==> config.mk <==
export PLATFORM = sky130hd
export DESIGN_NAME = integer_to_padded_text_formatter
export DESIGN_NICKNAME = d
export VERILOG_FILES = /design/src/ifmt_pkg.sv /design/src/ifmt_divider.sv /design/src/ifmt_digit_stack.sv /design/src/integer_to_padded_text_formatter.sv
export SDC_FILE = /design/constraint.sdc
export NUM_CORES = 1
export LEC_CHECK = 0
export BUFFER_PORTS_ARGS = -buffer_cell sky130_fd_sc_hd__clkbuf_2
export CORE_MARGIN = 5
export CORE_UTILIZATION = 65
export CTS_BUF_LIST = sky130_fd_sc_hd__clkbuf_4
export DETAILED_ROUTE_END_ITERATION = 8
export PLACE_DENSITY = 0.81
export SYNTH_ARGS = -nofsm -noshare
export SYNTH_HDL_FRONTEND = slang
export SYNTH_SLANG_ARGS = --single-unit
==> constraint.sdc <==
create_clock -name clk -period 31.6 [get_ports clk]
set_input_delay 3.16 -clock clk [delete_from_list [all_inputs] [get_ports clk]]
set_output_delay 3.16 -clock clk [all_outputs]
set_load 0.01 [all_outputs]
==> src/ifmt_pkg.sv <==
// Package for the integer-to-text formatter: field widths, ASCII codes,
// sequencer states and the digit-to-character mapping.
// No dependencies.
`default_nettype none

package ifmt_pkg;

  localparam int RADIX_W       = 6;   // radix field width
  localparam int SPEC_W        = 6;   // width and min_digits field width
  localparam int FLAG_COUNT    = 7;   // single-bit option flags in the input
  localparam int CHAR_W        = 8;
  localparam int BITS_PER_STEP = 8;   // quotient bits resolved per divider cycle
  localparam int OUT_MAX       = 48;  // characters emitted per number at most

  localparam logic [RADIX_W-1:0] RADIX_MIN = 6'd2;
  localparam logic [RADIX_W-1:0] RADIX_MAX = 6'd36;
  localparam logic [RADIX_W-1:0] RADIX_OCT = 6'd8;
  localparam logic [RADIX_W-1:0] RADIX_HEX = 6'd16;
  localparam logic [RADIX_W-1:0] DEC_DIGITS = 6'd10;

  localparam logic [CHAR_W-1:0] CH_NUL   = 8'h00;
  localparam logic [CHAR_W-1:0] CH_SPACE = 8'h20;
  localparam logic [CHAR_W-1:0] CH_PLUS  = 8'h2B;
  localparam logic [CHAR_W-1:0] CH_MINUS = 8'h2D;
  localparam logic [CHAR_W-1:0] CH_ZERO  = 8'h30;
  localparam logic [CHAR_W-1:0] CH_UP_A  = 8'h41;
  localparam logic [CHAR_W-1:0] CH_UP_X  = 8'h58;
  localparam logic [CHAR_W-1:0] CH_LO_A  = 8'h61;
  localparam logic [CHAR_W-1:0] CH_LO_X  = 8'h78;

  typedef enum logic [2:0] {
    ST_IDLE,
    ST_DIV,
    ST_CALC,
    ST_EMIT,
    ST_ERR
  } state_t;

  function automatic logic [CHAR_W-1:0] digit_char(input logic [RADIX_W-1:0] d,
                                                   input logic upper);
    logic [CHAR_W-1:0] d_ext;
    d_ext = CHAR_W'(d);
    if (d < DEC_DIGITS) begin
      digit_char = CH_ZERO + d_ext;
    end else begin
      digit_char = (upper ? CH_UP_A : CH_LO_A) + d_ext - CHAR_W'(DEC_DIGITS);
    end
  endfunction

endpackage

`default_nettype wire

==> src/ifmt_divider.sv <==
// Shared iterative divider: divides a value by the radix, eight quotient
// bits per cycle, by restoring compare-and-subtract. Uses ifmt_pkg.
`default_nettype none

module ifmt_divider
  import ifmt_pkg::*;
#(
  parameter int VALUE_BITS = 32
) (
  input  wire logic                  clk,
  input  wire logic                  rst,
  input  wire logic                  start,
  input  wire logic [VALUE_BITS-1:0] dividend,
  input  wire logic [RADIX_W-1:0]    divisor,
  output logic                       done,
  output logic [VALUE_BITS-1:0]      quotient,
  output logic [RADIX_W-1:0]         remainder
);

  localparam int STEPS  = (VALUE_BITS + BITS_PER_STEP - 1) / BITS_PER_STEP;
  localparam int DIV_W  = STEPS * BITS_PER_STEP;
  localparam int STEP_W = $clog2(STEPS + 1);

  logic [DIV_W-1:0]         q_reg;
  logic [RADIX_W-1:0]       rem_reg;
  logic [RADIX_W-1:0]       div_reg;
  logic [STEP_W-1:0]        cnt;
  logic                     busy;
  logic [RADIX_W-1:0]       rem_work;
  logic [BITS_PER_STEP-1:0] q_bits;

  // Resolve the next group of quotient bits from the top of the shift register
  always_comb begin
    logic [RADIX_W:0] t;
    rem_work = rem_reg;
    q_bits   = '0;
    for (int i = 0; i < BITS_PER_STEP; i++) begin
      t = {rem_work, q_reg[DIV_W-1-i]};
      if (t >= {1'b0, div_reg}) begin
        rem_work                    = RADIX_W'(t - {1'b0, div_reg});
        q_bits[BITS_PER_STEP-1-i]   = 1'b1;
      end else begin
        rem_work                    = t[RADIX_W-1:0];
      end
    end
  end

  always_ff @(posedge clk) begin
    if (rst) begin
      busy <= 1'b0;
      done <= 1'b0;
      cnt  <= '0;
    end else begin
      done <= 1'b0;
      if (start) begin
        busy <= 1'b1;
        cnt  <= '0;
      end else if (busy) begin
        cnt <= cnt + STEP_W'(1);
        if (cnt == STEP_W'(STEPS - 1)) begin
          busy <= 1'b0;
          done <= 1'b1;
        end
      end
    end
  end

  always_ff @(posedge clk) begin
    if (start) begin
      q_reg   <= DIV_W'(dividend);
      rem_reg <= '0;
      div_reg <= divisor;
    end else if (busy) begin
      q_reg   <= (q_reg << BITS_PER_STEP) | DIV_W'(q_bits);
      rem_reg <= rem_work;
    end
  end

  assign quotient  = q_reg[VALUE_BITS-1:0];
  assign remainder = rem_reg;

endmodule

`default_nettype wire

==> src/ifmt_digit_stack.sv <==
// Digit stack: digit characters are pushed least significant first and
// popped most significant first. Uses ifmt_pkg.
`default_nettype none

module ifmt_digit_stack
  import ifmt_pkg::*;
#(
  parameter int DIGIT_SLOTS = 32
) (
  input  wire logic              clk,
  input  wire logic              push,
  input  wire logic              pop,
  input  wire logic [CHAR_W-1:0] push_char,
  output logic [CHAR_W-1:0]      top_char
);

  logic [CHAR_W-1:0] slot [DIGIT_SLOTS];

  always_ff @(posedge clk) begin
    if (push) begin
      slot[0] <= push_char;
      for (int i = 1; i < DIGIT_SLOTS; i++) begin
        slot[i] <= slot[i-1];
      end
    end else if (pop) begin
      for (int i = 0; i < DIGIT_SLOTS - 1; i++) begin
        slot[i] <= slot[i+1];
      end
    end
  end

  assign top_char = slot[0];

endmodule

`default_nettype wire

==> src/integer_to_padded_text_formatter.sv <==
// Integer-to-text formatter, printf style: sign, alternate prefix, minimum
// digit count and field width padding, one ASCII character per output
// transaction. An input is taken only in idle. Each digit costs one pass of
// the shared divider; digit extraction stops once the quotient is zero or
// DIGIT_SLOTS digits exist. The ST_CALC state then fixes the layout, and
// characters follow one per cycle while the output is taken. A radix
// outside 2..36 gives one NUL character (8'h00) with tlast and tuser set.
// Digits are held in a shift stack, so no memory clearing pass is needed
// after reset. Depends on ifmt_pkg, ifmt_divider and ifmt_digit_stack.
`default_nettype none

module integer_to_padded_text_formatter
  import ifmt_pkg::*;
#(
  parameter int VALUE_BITS      = 32,
  parameter int DIGIT_SLOTS     = 32,
  parameter int MAX_FIELD_WIDTH = 48,
  parameter int MAX_PRECISION   = 32
) (
  input  wire logic clk,
  input  wire logic rst,
  input  wire logic s_axis_tvalid,
  output logic      s_axis_tready,
  // value, radix[6], width[6], min_digits[6], signed_mode, zero_pad,
  // plus_sign, space_sign, left_justify, alt_prefix, upper_case, zero fill
  input  wire logic [((VALUE_BITS + 3 * SPEC_W + FLAG_COUNT + 7) / 8) * 8 - 1:0]
                    s_axis_tdata,
  output logic      m_axis_tvalid,
  input  wire logic m_axis_tready,
  output logic [CHAR_W-1:0] m_axis_tdata,  // out_char
  output logic      m_axis_tlast,          // last
  output logic      m_axis_tuser           // bad_radix
);

  localparam int ND_W  = $clog2(DIGIT_SLOTS + 1);
  localparam int CNT_W = $clog2(MAX_FIELD_WIDTH + MAX_PRECISION + DIGIT_SLOTS + OUT_MAX);
  localparam int F_RADIX = VALUE_BITS;
  localparam int F_WIDTH = F_RADIX + RADIX_W;
  localparam int F_PREC  = F_WIDTH + SPEC_W;
  localparam int F_FLAGS = F_PREC + SPEC_W;

  // input fields
  logic [VALUE_BITS-1:0] in_value;
  logic [RADIX_W-1:0]    in_radix;
  logic [SPEC_W-1:0]     in_width;
  logic [SPEC_W-1:0]     in_prec;
  logic                  in_signed, in_zpad, in_plus, in_space, in_left, in_alt, in_upper;
  logic                  in_neg, in_bad;
  logic [VALUE_BITS-1:0] in_mag;
  logic [CNT_W-1:0]      in_w_ext, in_p_ext;

  assign in_value  = s_axis_tdata[VALUE_BITS-1:0];
  assign in_radix  = s_axis_tdata[F_RADIX +: RADIX_W];
  assign in_width  = s_axis_tdata[F_WIDTH +: SPEC_W];
  assign in_prec   = s_axis_tdata[F_PREC +: SPEC_W];
  assign in_signed = s_axis_tdata[F_FLAGS];
  assign in_zpad   = s_axis_tdata[F_FLAGS + 1];
  assign in_plus   = s_axis_tdata[F_FLAGS + 2];
  assign in_space  = s_axis_tdata[F_FLAGS + 3];
  assign in_left   = s_axis_tdata[F_FLAGS + 4];
  assign in_alt    = s_axis_tdata[F_FLAGS + 5];
  assign in_upper  = s_axis_tdata[F_FLAGS + 6];

  assign in_neg   = in_signed & in_value[VALUE_BITS-1];
  assign in_mag   = in_neg ? (~in_value + VALUE_BITS'(1)) : in_value;
  assign in_bad   = (in_radix < RADIX_MIN) || (in_radix > RADIX_MAX);
  assign in_w_ext = CNT_W'(in_width);
  assign in_p_ext = CNT_W'(in_prec);

  // registers
  state_t             state, state_next;
  logic [RADIX_W-1:0] radix, radix_next;
  logic [CNT_W-1:0]   w_lim, w_lim_next;
  logic [CNT_W-1:0]   p_lim, p_lim_next;
  logic [CHAR_W-1:0]  sign_ch, sign_ch_next;
  logic               sign_pend, sign_pend_next;
  logic               pre0, pre0_next;
  logic               prex, prex_next;
  logic               zpad, zpad_next;
  logic               left, left_next;
  logic               upper, upper_next;
  logic [ND_W-1:0]    nd, nd_next;
  logic [CNT_W-1:0]   pad_cnt, pad_cnt_next;
  logic [CNT_W-1:0]   prec_cnt, prec_cnt_next;
  logic [CNT_W-1:0]   total_left, total_left_next;
  logic               m_tvalid_next;
  logic [CHAR_W-1:0]  m_tdata_next;
  logic               m_tlast_next, m_tuser_next;

  // divider and stack hookup
  logic                  div_start, div_done;
  logic [VALUE_BITS-1:0] div_dividend, div_quot;
  logic [RADIX_W-1:0]    div_rem;
  logic                  stk_push, stk_pop;
  logic [CHAR_W-1:0]     stk_top;

  // layout terms
  logic [CNT_W-1:0] nd_ext, prec_eff, used, pad_len, total;
  logic             out_free;

  ifmt_divider #(
    .VALUE_BITS(VALUE_BITS)
  ) u_div (
    .clk      (clk),
    .rst      (rst),
    .start    (div_start),
    .dividend (div_dividend),
    .divisor  (div_start && state == ST_IDLE ? in_radix : radix),
    .done     (div_done),
    .quotient (div_quot),
    .remainder(div_rem)
  );

  ifmt_digit_stack #(
    .DIGIT_SLOTS(DIGIT_SLOTS)
  ) u_stack (
    .clk      (clk),
    .push     (stk_push),
    .pop      (stk_pop),
    .push_char(digit_char(div_rem, upper)),
    .top_char (stk_top)
  );

  assign nd_ext   = CNT_W'(nd);
  assign prec_eff = (p_lim > nd_ext) ? p_lim : nd_ext;
  assign used     = CNT_W'(sign_pend) + CNT_W'(pre0) + CNT_W'(prex) + prec_eff;
  assign pad_len  = (w_lim > used) ? (w_lim - used) : '0;
  assign total    = used + pad_len;
  assign out_free = !m_axis_tvalid || m_axis_tready;

  always_comb begin
    state_next      = state;
    radix_next      = radix;
    w_lim_next      = w_lim;
    p_lim_next      = p_lim;
    sign_ch_next    = sign_ch;
    sign_pend_next  = sign_pend;
    pre0_next       = pre0;
    prex_next       = prex;
    zpad_next       = zpad;
    left_next       = left;
    upper_next      = upper;
    nd_next         = nd;
    pad_cnt_next    = pad_cnt;
    prec_cnt_next   = prec_cnt;
    total_left_next = total_left;
    m_tvalid_next   = m_axis_tvalid && !m_axis_tready;
    m_tdata_next    = m_axis_tdata;
    m_tlast_next    = m_axis_tlast;
    m_tuser_next    = m_axis_tuser;
    div_start       = 1'b0;
    div_dividend    = div_quot;
    stk_push        = 1'b0;
    stk_pop         = 1'b0;
    s_axis_tready   = (state == ST_IDLE);

    case (state)
      ST_IDLE: begin
        if (s_axis_tvalid) begin
          radix_next = in_radix;
          w_lim_next = (in_w_ext > CNT_W'(MAX_FIELD_WIDTH)) ? CNT_W'(MAX_FIELD_WIDTH)
                                                            : in_w_ext;
          p_lim_next = (in_p_ext > CNT_W'(MAX_PRECISION)) ? CNT_W'(MAX_PRECISION)
                                                          : in_p_ext;
          if (in_neg) begin
            sign_ch_next = CH_MINUS;
          end else if (in_plus) begin
            sign_ch_next = CH_PLUS;
          end else begin
            sign_ch_next = CH_SPACE;
          end
          sign_pend_next = in_signed && (in_neg || in_plus || in_space);
          pre0_next      = in_alt && (in_radix == RADIX_OCT || in_radix == RADIX_HEX);
          prex_next      = in_alt && (in_radix == RADIX_HEX);
          zpad_next      = in_zpad && !in_left;
          left_next      = in_left;
          upper_next     = in_upper;
          nd_next        = '0;
          if (in_bad) begin
            state_next = ST_ERR;
          end else begin
            div_start    = 1'b1;
            div_dividend = in_mag;
            state_next   = ST_DIV;
          end
        end
      end

      ST_DIV: begin
        if (div_done) begin
          stk_push = 1'b1;
          nd_next  = nd + ND_W'(1);
          // keep dividing while quotient bits remain and slots are free
          if ((div_quot != '0) && ((nd + ND_W'(1)) < ND_W'(DIGIT_SLOTS))) begin
            div_start = 1'b1;
          end else begin
            state_next = ST_CALC;
          end
        end
      end

      ST_CALC: begin
        prec_cnt_next   = prec_eff - nd_ext;
        pad_cnt_next    = pad_len;
        total_left_next = (total > CNT_W'(OUT_MAX)) ? CNT_W'(OUT_MAX) : total;
        state_next      = ST_EMIT;
      end

      ST_EMIT: begin
        if (out_free) begin
          m_tvalid_next   = 1'b1;
          m_tuser_next    = 1'b0;
          m_tlast_next    = (total_left == CNT_W'(1));
          total_left_next = total_left - CNT_W'(1);
          if (total_left == CNT_W'(1)) begin
            state_next = ST_IDLE;
          end
          if (!zpad && !left && pad_cnt != '0) begin
            m_tdata_next = CH_SPACE;
            pad_cnt_next = pad_cnt - CNT_W'(1);
          end else if (sign_pend) begin
            m_tdata_next   = sign_ch;
            sign_pend_next = 1'b0;
          end else if (pre0) begin
            m_tdata_next = CH_ZERO;
            pre0_next    = 1'b0;
          end else if (prex) begin
            m_tdata_next = upper ? CH_UP_X : CH_LO_X;
            prex_next    = 1'b0;
          end else if (zpad && pad_cnt != '0) begin
            m_tdata_next = CH_ZERO;
            pad_cnt_next = pad_cnt - CNT_W'(1);
          end else if (prec_cnt != '0) begin
            m_tdata_next  = CH_ZERO;
            prec_cnt_next = prec_cnt - CNT_W'(1);
          end else if (nd != '0) begin
            m_tdata_next = stk_top;
            stk_pop      = 1'b1;
            nd_next      = nd - ND_W'(1);
          end else begin
            m_tdata_next = CH_SPACE;
            pad_cnt_next = pad_cnt - CNT_W'(1);
          end
        end
      end

      ST_ERR: begin
        if (out_free) begin
          m_tvalid_next = 1'b1;
          m_tdata_next  = CH_NUL;
          m_tlast_next  = 1'b1;
          m_tuser_next  = 1'b1;
          state_next    = ST_IDLE;
        end
      end

      default: begin
        state_next = ST_IDLE;
      end
    endcase
  end

  always_ff @(posedge clk) begin
    if (rst) begin
      state         <= ST_IDLE;
      m_axis_tvalid <= 1'b0;
    end else begin
      state         <= state_next;
      m_axis_tvalid <= m_tvalid_next;
    end
  end

  always_ff @(posedge clk) begin
    radix        <= radix_next;
    w_lim        <= w_lim_next;
    p_lim        <= p_lim_next;
    sign_ch      <= sign_ch_next;
    sign_pend    <= sign_pend_next;
    pre0         <= pre0_next;
    prex         <= prex_next;
    zpad         <= zpad_next;
    left         <= left_next;
    upper        <= upper_next;
    nd           <= nd_next;
    pad_cnt      <= pad_cnt_next;
    prec_cnt     <= prec_cnt_next;
    total_left   <= total_left_next;
    m_axis_tdata <= m_tdata_next;
    m_axis_tlast <= m_tlast_next;
    m_axis_tuser <= m_tuser_next;
  end

endmodule

`default_nettype wire
Word level (Yosys, flattened, before mapping)
Memory sizes are Yosys's and may differ from the RTL's. Index checks and enable logic that the tools add are counted.

Latch bits: 0. Output and inout port bits: 12. Bits in registers: 129. Memories kept: 1. Input bits: 68. Bits in read-only memories: 0. Logic and storage cells: 334. RAM bits: 256.

Memory list: u_stack.slot (words 32, width 8, rd ports 32, clocked after memory_dff 0, wr ports 32, RTL line ifmt_digit_stack.sv:17) `logic [CHAR_W-1:0] slot [DIGIT_SLOTS];`.

Multiplexer cells: 156. Reductions and logical operators: 44. $add $sub $neg: 24. Equal/unequal tests: 30. Bitwise gates (word level): 35. $lt $le $gt $ge: 17. Shift-type cells: 0. Divide/modulo/power cells: 0. Multiply operators: 0.

Operator list (number): two-way mux 8 bit (60); two-way mux 32 bit (6); two-way mux 6 bit (21); case mux 8 bit (2 select lines) (4); >= comparator 7 x 6 -> 1 bit (8); two-way mux 1 bit (49); subtractor 6 bit (8); adder 32 x 1 -> 32 bit (second input constant) (1); != test 2 bit (second input constant) (16); inverter 32 bit (1); OR 32 x 8 -> 32 bit (1); nonzero test 32 bit (1); OR 1 bit (31); subtractor 8 x 1 -> 8 bit (second input constant) (3); two-way mux 3 bit (7); > comparator 6 bit (second input constant) (3); case mux 6 bit (3 select lines) (1); nonzero test 8 bit (2); case mux 3 bit (5 select lines) (1); case mux 1 bit (2 select lines) (6); AND reduction 6 bit (2); AND reduction 11 bit (1); logical AND 1 bit (10); equality test 3 x 2 -> 1 bit (second input constant) (3); other kinds (43) (60).

Logic depth before layout (Yosys ltp)
Gate-level depths: netlist (run 1).

Word-level depth: 19. Depth in mapped cells: 80. Depth with buffers taken out: 76.

Modules after synthesis
Synthesis (run 1) repeated with hierarchy kept, for this count alone.

Cell total of the unflattened synthesis: 1708. Area, all modules: 21943.5 um2.

Modules (own cells, without submodules): ifmt_digit_stack (area each 10975.5 um2, sequential area each 7687.4 um2, cells each 542, instances 1); integer_to_padded_text_formatter (area each 6267.3 um2, sequential area each 2092.0 um2, cells each 710, instances 1); ifmt_divider (area each 4700.8 um2, sequential area each 1361.3 um2, cells each 456, instances 1).

Worst setup path after synthesis (run 1)
Ideal clock, no wire load.

Path type: flip-flop to flip-flop. From: register u_div.div_reg[1]. To: register u_div.rem_reg[3] (netlist: u_div.remainder[3]). Library setup time: 0.086 ns. Buffers on the path: 4. Data arrival time: 15.881 ns. Cell stages (with the launch flop): 77. Data required time: 31.514 ns. Path slack: 15.633 ns. Period minus slack after synthesis: 15.967 ns. Path through: edfxtp_1 inv_1 ha_1 nor2_1 a21boi_0 o21a_1 buf_4 mux2_2 inv_1 ha_1 a2111oi_0 o21ai_0 a21o_1 nor2_1 clkbuf_1 mux2_2 ha_1 a211oi_1 [41 not listed] a211oi_1 a21boi_1 and2_1 clkbuf_1 nor2_1 mux2_2 inv_1 ha_1 a21o_1 a21o_1 a21o_1 a21oi_1 o21ai_0 a21o_1 a31oi_1 o311ai_4 mux2i_1 a211oi_1.

Longest elaborated chain between the ends: 16.

Ends and longest elaborated chain: start, declared (RTL line ifmt_divider.sv:26) `logic [RADIX_W-1:0] div_reg;`; start signal, assigned (RTL line ifmt_divider.sv:72) `div_reg <= divisor;`; subtractor 6 bit / >= comparator 7 x 6 -> 1 bit (equally long branches) (RTL line ifmt_divider.sv:40, ifmt_divider.sv:39); two-way mux 6 bit (RTL line ifmt_divider.sv:39) `if (t >= {1'b0, div_reg}) begin`; subtractor 6 bit / >= comparator 7 x 6 -> 1 bit (equally long branches) (RTL line ifmt_divider.sv:40, ifmt_divider.sv:39); two-way mux 6 bit (RTL line ifmt_divider.sv:39); subtractor 6 bit / >= comparator 7 x 6 -> 1 bit (equally long branches) (RTL line ifmt_divider.sv:40, ifmt_divider.sv:39); two-way mux 6 bit (RTL line ifmt_divider.sv:39); subtractor 6 bit / >= comparator 7 x 6 -> 1 bit (equally long branches) (RTL line ifmt_divider.sv:40, ifmt_divider.sv:39); two-way mux 6 bit (RTL line ifmt_divider.sv:39); subtractor 6 bit / >= comparator 7 x 6 -> 1 bit (equally long branches) (RTL line ifmt_divider.sv:40, ifmt_divider.sv:39); two-way mux 6 bit (RTL line ifmt_divider.sv:39); >= comparator 7 x 6 -> 1 bit / subtractor 6 bit (equally long branches) (RTL line ifmt_divider.sv:39, ifmt_divider.sv:40); two-way mux 6 bit (RTL line ifmt_divider.sv:39); subtractor 6 bit / >= comparator 7 x 6 -> 1 bit (equally long branches) (RTL line ifmt_divider.sv:40, ifmt_divider.sv:39); two-way mux 6 bit (RTL line ifmt_divider.sv:39); subtractor 6 bit / >= comparator 7 x 6 -> 1 bit (equally long branches) (RTL line ifmt_divider.sv:40, ifmt_divider.sv:39); two-way mux 6 bit * (RTL line ifmt_divider.sv:39); end signal, assigned (RTL line ifmt_divider.sv:75) `rem_reg <= rem_work;`; end, declared (RTL line ifmt_divider.sv:25) `logic [RADIX_W-1:0] rem_reg;`.

Every way passes the cells marked *; elsewhere a longest branch is shown, timed or not. A chain may end at the register's enable or synchronous reset.

Worst setup path in the final report (run 1)
From: register u_div.div_reg[1]. To: register u_div.q_reg[0] (netlist: u_div.quotient[0]) (data pin).

Longest elaborated chain between the ends: 19.

Ends and longest elaborated chain: subtractor 6 bit / >= comparator 7 x 6 -> 1 bit (equally long branches) (RTL line ifmt_divider.sv:40, ifmt_divider.sv:39); two-way mux 6 bit (RTL line ifmt_divider.sv:39); subtractor 6 bit / >= comparator 7 x 6 -> 1 bit (equally long branches) (RTL line ifmt_divider.sv:40, ifmt_divider.sv:39); two-way mux 6 bit (RTL line ifmt_divider.sv:39); subtractor 6 bit / >= comparator 7 x 6 -> 1 bit (equally long branches) (RTL line ifmt_divider.sv:40, ifmt_divider.sv:39); two-way mux 6 bit (RTL line ifmt_divider.sv:39); subtractor 6 bit / >= comparator 7 x 6 -> 1 bit (equally long branches) (RTL line ifmt_divider.sv:40, ifmt_divider.sv:39); two-way mux 6 bit (RTL line ifmt_divider.sv:39); [3 not listed]; two-way mux 6 bit (RTL line ifmt_divider.sv:39); subtractor 6 bit / >= comparator 7 x 6 -> 1 bit (equally long branches) (RTL line ifmt_divider.sv:40, ifmt_divider.sv:39); two-way mux 6 bit (RTL line ifmt_divider.sv:39); >= comparator 7 x 6 -> 1 bit * (RTL line ifmt_divider.sv:39); two-way mux 1 bit * (RTL line ifmt_divider.sv:39); OR 32 x 8 -> 32 bit * (RTL line ifmt_divider.sv:74) `q_reg <= (q_reg << BITS_PER_STEP) | DIV_W'(q_bits);`; two-way mux 32 bit * (RTL line ifmt_divider.sv:73) `end else if (busy) begin`; two-way mux 32 bit * (RTL line ifmt_divider.sv:69) `if (start) begin`; end signal, assigned (RTL line ifmt_divider.sv:70) `q_reg <= DIV_W'(dividend);`; end signal, assigned (RTL line ifmt_divider.sv:74); end, declared (RTL line ifmt_divider.sv:24) `logic [DIV_W-1:0] q_reg;`.

Every way passes the cells marked *; elsewhere a longest branch is shown, timed or not. The select of a mux whose other input is x is not followed.

==> flow_summary.json, run 1 <==
{
  "pre_cts_slack_ns": 12.98,
  "wl_per_cell_um": 17.0,
  "area_delta_synth_final_pct": 8.85,
  "grt_max_degree": 120,
  "period_share": 0.600,
  "layout_min_cycle_time_ns": 18.97,
  "maxCapViolations": 0,
  "path_class": "register to register",
  "cts_buffers": 94,
  "hold_path.class": "register to register",
  "grt_antenna_before_repair": 2,
  "worstPathArrival_ns": 19.39,
  "firstDrtPassIters": 8,
  "dp_hpwl_um": 30500,
  "dr_total_vias": 14984,
  "final_cell_area_mm2": 0.0229,
  "chipWidth_um": 190,
  "drc": 0,
  "post_cts_resized": 0,
  "synth-simple-area-share": 0.164,
  "drive_above_1_share": 0.173,
  "cp_max_fo": 16,
  "worstSkewPairLatency_ns": 0.77,
  "dieArea_mm2": 0.0361,
  "synth_top_area_cell": "edfxtp_1",
  "pin_count": 80,
  "end_kind": "register",
  "clock_sinks": 376,
  "synth-edff-count": 361,
  "skew_ns": 0.0791,
  "place_area_mm2": 0.0218,
  "grt_first_pass_wirelength_um": 71700,
  "grtUsageTotal": 0.242,
  "outcome": "complete, no violations",
  "yosysUniqueCellTypes": 74,
  "cts_root_buf": "clkbuf_4",
  "clkTransAtPathRegs_ns": 0.06,
  "place.gp.congestion": 0.889,
  "port_buffers": 72,
  "synthAdderAreaFrac": 0.0692,
  "cts_tree": "built",
  "hold_viol": 0,
  "die_h_um": 190,
  "synthArstFlopShare": 0,
  "drt_iter0_markers": 1208,
  "drtAntennaViolNets": 0,
  "maxSlewHeadroom": 0.175,
  "fin_tns_setup_ns": 0,
  "cts_setup_buffers": 0,
  "synth_area_leaders": "edfxtp_1, nand2_1, mux2_2",
  "routed_wl_um": 43900,
  "rsz0062_at_grt": "no",
  "ctsHtreeMaxLevel": 3,
  "startpoint_type": "register",
  "rows": 66,
  "synth_cells": 1982,
  "synth_top_area_frac": 0.515,
  "ys_warn_count": 0,
  "startpoint": "u_div.div_reg[1]",
  "synth_nets": 2158,
  "synth_seq_cells": 376,
  "setup_violations": 0,
  "slowest_delay_ns": 0.74,
  "cp.required_ns": 32.02,
  "r2r-start": "u_div.div_reg[1]",
  "overflow": 0,
  "nNetsFinal": 2261,
  "synth-compound-area-share": 0.0886,
  "synthesis.area_mm2": 0.0211,
  "initial_utilization": 0.652,
  "hold_start": "u_stack.slot[30][4]",
  "fin_ws_ns": 12.63,
  "ys.flop_type": "edfxtp_1",
  "regMostFlops": "u_stack.slot",
  "core_area_mm2": 0.0323,
  "via_per_inst": 5.79,
  "yosysSeqAreaShare": 0.529,
  "grt_pass1_vias": 14723,
  "syn-mean-instance-area_um2": 10.6,
  "critPathSlowestCell": "edfxtp_1",
  "largest_register_ffs": 256,
  "synth_xor_xnor_area_share": 0.0383,
  "synth.area.mux_share": 0.0803,
  "maxSlewViolCount": 0,
  "worstMarginPinSlew_ns": 1.22,
  "synth_top_family_by_area": "simple AND/OR/NAND/NOR gates",
  "clock.fmax_mhz": 52.7,
  "cts_buffer_depth": 3,
  "cts_hold_buf": 0
}
## cell families (layout without fill, tap and decap cells)
group,count (synthesis),count (layout)
fa+ha+maj,108,108
mux,152,152
compound gates,287,287
other cells,0,1
xor+xnor,92,92
buf+inv,168,333
flops,376,376
simple gates,799,799
## synthesized netlist by cell type (6+ instances only)
| library cell | number |
|---|---|
| nand2_1 | 498 |
| edfxtp_1 | 361 |
| mux2_2 | 127 |
| nor2_1 | 118 |
| ha_1 | 94 |
| inv_1 | 88 |
| a21oi_1 | 80 |
| o21ai_0 | 71 |
| clkbuf_1 | 65 |
| xnor2_1 | 49 |
| xor2_1 | 43 |
| nor2b_1 | 32 |
| nor3_1 | 29 |
| a21o_1 | 27 |
| mux2i_1 | 23 |
| nor4_1 | 18 |
| nand3_1 | 17 |
| dfxtp_1 | 15 |
| fa_1 | 14 |
| nand4_1 | 14 |
| and2_1 | 13 |
| o21a_1 | 13 |
| nand2b_1 | 12 |
| or3_1 | 11 |
| a211oi_1 | 10 |
| o31ai_1 | 10 |
| or4_1 | 10 |
| a31oi_1 | 9 |
| buf_1 | 9 |
| o22ai_1 | 8 |
| a22oi_1 | 6 |
| nand3b_1 | 6 |
| nor3b_1 | 6 |
## layout by cell type (no fill, tap or decap), types with 32 or more instances in the layout
| master | n |
|---|---|
| o21ai_0 | 70 |
| nor2_1 | 117 |
| mux2_2 | 127 |
| nand2_1 | 497 |
| inv_1 | 88 |
| ha_1 | 94 |
| xnor2_1 | 49 |
| a21oi_1 | 79 |
| clkbuf_4 | 129 |
| clkbuf_2 | 72 |
| nor2b_1 | 32 |
| edfxtp_1 | 361 |
| xor2_1 | 43 |
## final timing paths
check                                            to  slack (ns)  cells past startpoint
worst min-delay path            u_stack.slot[31][4]        0.44                      0
worst min register to register  u_stack.slot[31][4]        0.44                      0
worst max register to register    u_div.quotient[0]       12.63                     72
worst max-delay path              u_div.quotient[0]       12.63                     72
## critical path, delay by kind of cell, from the launching register on
kind                     cells  cell delay, ns
flip-flops                   1            0.74
AO/OA/AOI/OAI               33            8.43
AND/OR/NAND/NOR             19            3.72
multiplexers                 6            2.29
buffers and inverters        6            1.06
adder cells (fa/ha/maj)      8            2.33
## per-stage QoR
stage	hold WS [ns]	utilization	instances
floorplan	0.422	-	1982
CTS	0.447	0.710	2589
finish	0.444	0.710	2590
global route	0.462	0.710	2590
detailed placement	0.431	0.675	2431
global placement	0.426	0.675	2431
## cell type report
class,instances,area (um^2)
sequential,376,11100
antenna,1,2.50
tap,442,553
clock inverter,29,151
fill,2285,9370
inverter,90,338
clock buffer,129,968
multi-input combinational,1438,9300
timing repair buffer,85,458
## layer usage
layer / GRT usage / up-vias / wire length [um]
met5: 0 / - / 12
met4: 0.0860 / 2 / 1070
met3: 0.0490 / 81 / 2960
met2: 0.389 / 488 / 20600
met1: 0.333 / 7115 / 19300
li1: - / 7298 / -
Power of run 1 is left out: the tool's default activity adds up to more than one toggle a clock period on the data nets, which glitch-free logic cannot reach.
==> inputs of run 2 (changes only) <==
==> constraint.sdc (replaced) <==
create_clock -name clk -period 17.6 [get_ports clk]
set_input_delay 1.76 -clock clk [delete_from_list [all_inputs] [get_ports clk]]
set_output_delay 1.76 -clock clk [all_outputs]
set_load 0.01 [all_outputs]
==> flow_summary.json, run 2 (same netlist as run 1, synthesis figures left out) <==
{
  "clock.fmax_mhz": 61.1,
  "clkTransAtPathRegs_ns": 0.07,
  "cp_max_fo": 15,
  "regToRegSetupSlack_ns": 1.22,
  "layout_min_cycle_time_ns": 16.38,
  "drive_above_1_share": 0.189,
  "regMostFlops": "u_stack.slot",
  "cp.required_ns": 18.28,
  "startpoint_type": "register",
  "port_buffers": 72,
  "chipWidth_um": 190,
  "fillers": 2323,
  "crit_end": "u_div.remainder[5]",
  "cts_root_buf": "clkbuf_4",
  "die_h_um": 190,
  "cts_tree": "built",
  "grtUsageTotal": 0.249,
  "pin_count": 80,
  "grt_first_pass_wirelength_um": 73100,
  "maxCapViolations": 0,
  "worstMarginPinSlew_ns": 1.14,
  "grt_antenna_before_repair": 3,
  "worstSkewPairLatency_ns": 0.79,
  "dr_total_vias": 15137,
  "via_per_inst": 5.78,
  "place.gp.congestion": 0.942,
  "area_delta_synth_final_pct": 9.88,
  "startpoint": "u_div.div_reg[5]",
  "layout_commonest_cell": "nand2_1",
  "period_share": 0.931,
  "wl_per_cell_um": 17.2,
  "cts_hold_buf": 0,
  "routed_wl_um": 45000,
  "most-common-layout-cells": "nand2_1, edfxtp_1, clkbuf_4, mux2_2, nor2_1",
  "multi_input_area_mm2": 0.00932,
  "core_area_mm2": 0.0323,
  "critPathSlowestCell": "or4b_1",
  "clock_sinks": 376,
  "drc": 0,
  "seq_area_mm2": 0.0111,
  "r2r-start": "u_div.div_reg[5]",
  "cts_buffer_depth": 3,
  "outcome": "complete, no violations",
  "dp_hpwl_um": 30900,
  "ctsHtreeMaxLevel": 3,
  "drtAntennaViolNets": 0,
  "initial_utilization": 0.652,
  "end_kind": "register",
  "holdWs_ns": 0.451,
  "skew_ns": 0.0411,
  "cts_buffers": 94,
  "firstDrtPassIters": 7,
  "largest_register_ffs": 256,
  "nNetsFinal": 2288,
  "hold_viol": 0,
  "crit_top_cell": "ha_1",
  "rr_worst_depth": 75,
  "drt_iter0_markers": 1244,
  "maxSlewViolCount": 0,
  "dieArea_mm2": 0.0361,
  "r2r_end": "u_div.remainder[5]",
  "setup_violations": 0,
  "grt_pass1_vias": 14791,
  "maxSlewHeadroom": 0.240,
  "hold_start": "u_stack.slot[30][5]",
  "slowest_delay_ns": 0.50,
  "grt_max_degree": 92,
  "rows": 66,
  "path_class": "register to register",
  "overflow": 0,
  "worstPathArrival_ns": 17.06,
  "hold_path.class": "register to register"
}
run 2: changes by cell type in the layout (fill, tap and decap cells not counted), sizes merged:
cell / delta
clkbuf: +5
bufinv: -1
clkinvlp: +2
buf: +27
diode: +2
inv: -1
clkinv: -4
run 2: worst max-delay path: cells and delay by family (launching register included):
kind                     cells  cell delay [ns]
AO/OA/AOI/OAI               33             7.21
AND/OR/NAND/NOR             21             3.64
adder cells (fa/ha/maj)      8             2.26
multiplexers                 6             1.85
buffers and inverters        7             0.93
flip-flops                   1             0.38
run 2: area by class of cell:
| cell class | instances | share of cell area |
|---|---|---|
| timing repair buffer | 112 | 0.0286 |
| sequential | 376 | 0.482 |
| inverter | 90 | 0.0148 |
| clock inverter | 25 | 0.00465 |
| clock buffer | 134 | 0.0435 |
| tap | 442 | 0.0239 |
| antenna | 3 | 0.000325 |
| multi-input combinational | 1438 | 0.403 |
run 2: worst min-delay path by stage:
stage                          endpoint  cells past startpoint
global route        u_stack.slot[31][6]                      0
global placement    u_stack.slot[31][2]                      0
CTS                 u_stack.slot[31][6]                      0
finish              u_stack.slot[31][5]                      0
floorplan           u_stack.slot[31][0]                      0
detailed placement  u_stack.slot[31][6]                      0
run 2: metal layers:
layer | track usage | share of wire | vias up
met4 | 0.0682 | 0.019 | 2
met5 | 0 | 0.00016 | -
met1 | 0.344 | 0.44 | 7209
met3 | 0.0550 | 0.067 | 78
met2 | 0.402 | 0.48 | 484
li1 | - | - | 7364
run 2: what timing repair did:
action	CTS	global route
hold endpoints to repair	0	0
endpoints found under the setup margin	0	7
gates resized for setup	0	5
setup buffers	0	8
run 2: through the flow:
step / TNS, ns / util / cells / instance area, um^2 / worst slack, ns
finish: 0 / 0.716 / 2620 / 23100 / 1.22
global route: -0.0309 / 0.716 / 2620 / 23100 / -0.0308
CTS: 0 / 0.714 / 2609 / 23000 / 0.963
detailed placement: 0 / 0.679 / 2450 / 21900 / 1.06
global placement: 0 / 0.679 / 2450 / 21900 / 1.42
floorplan: 0 / - / 1982 / 21100 / 1.63
Power of run 2 is left out for the same reason.
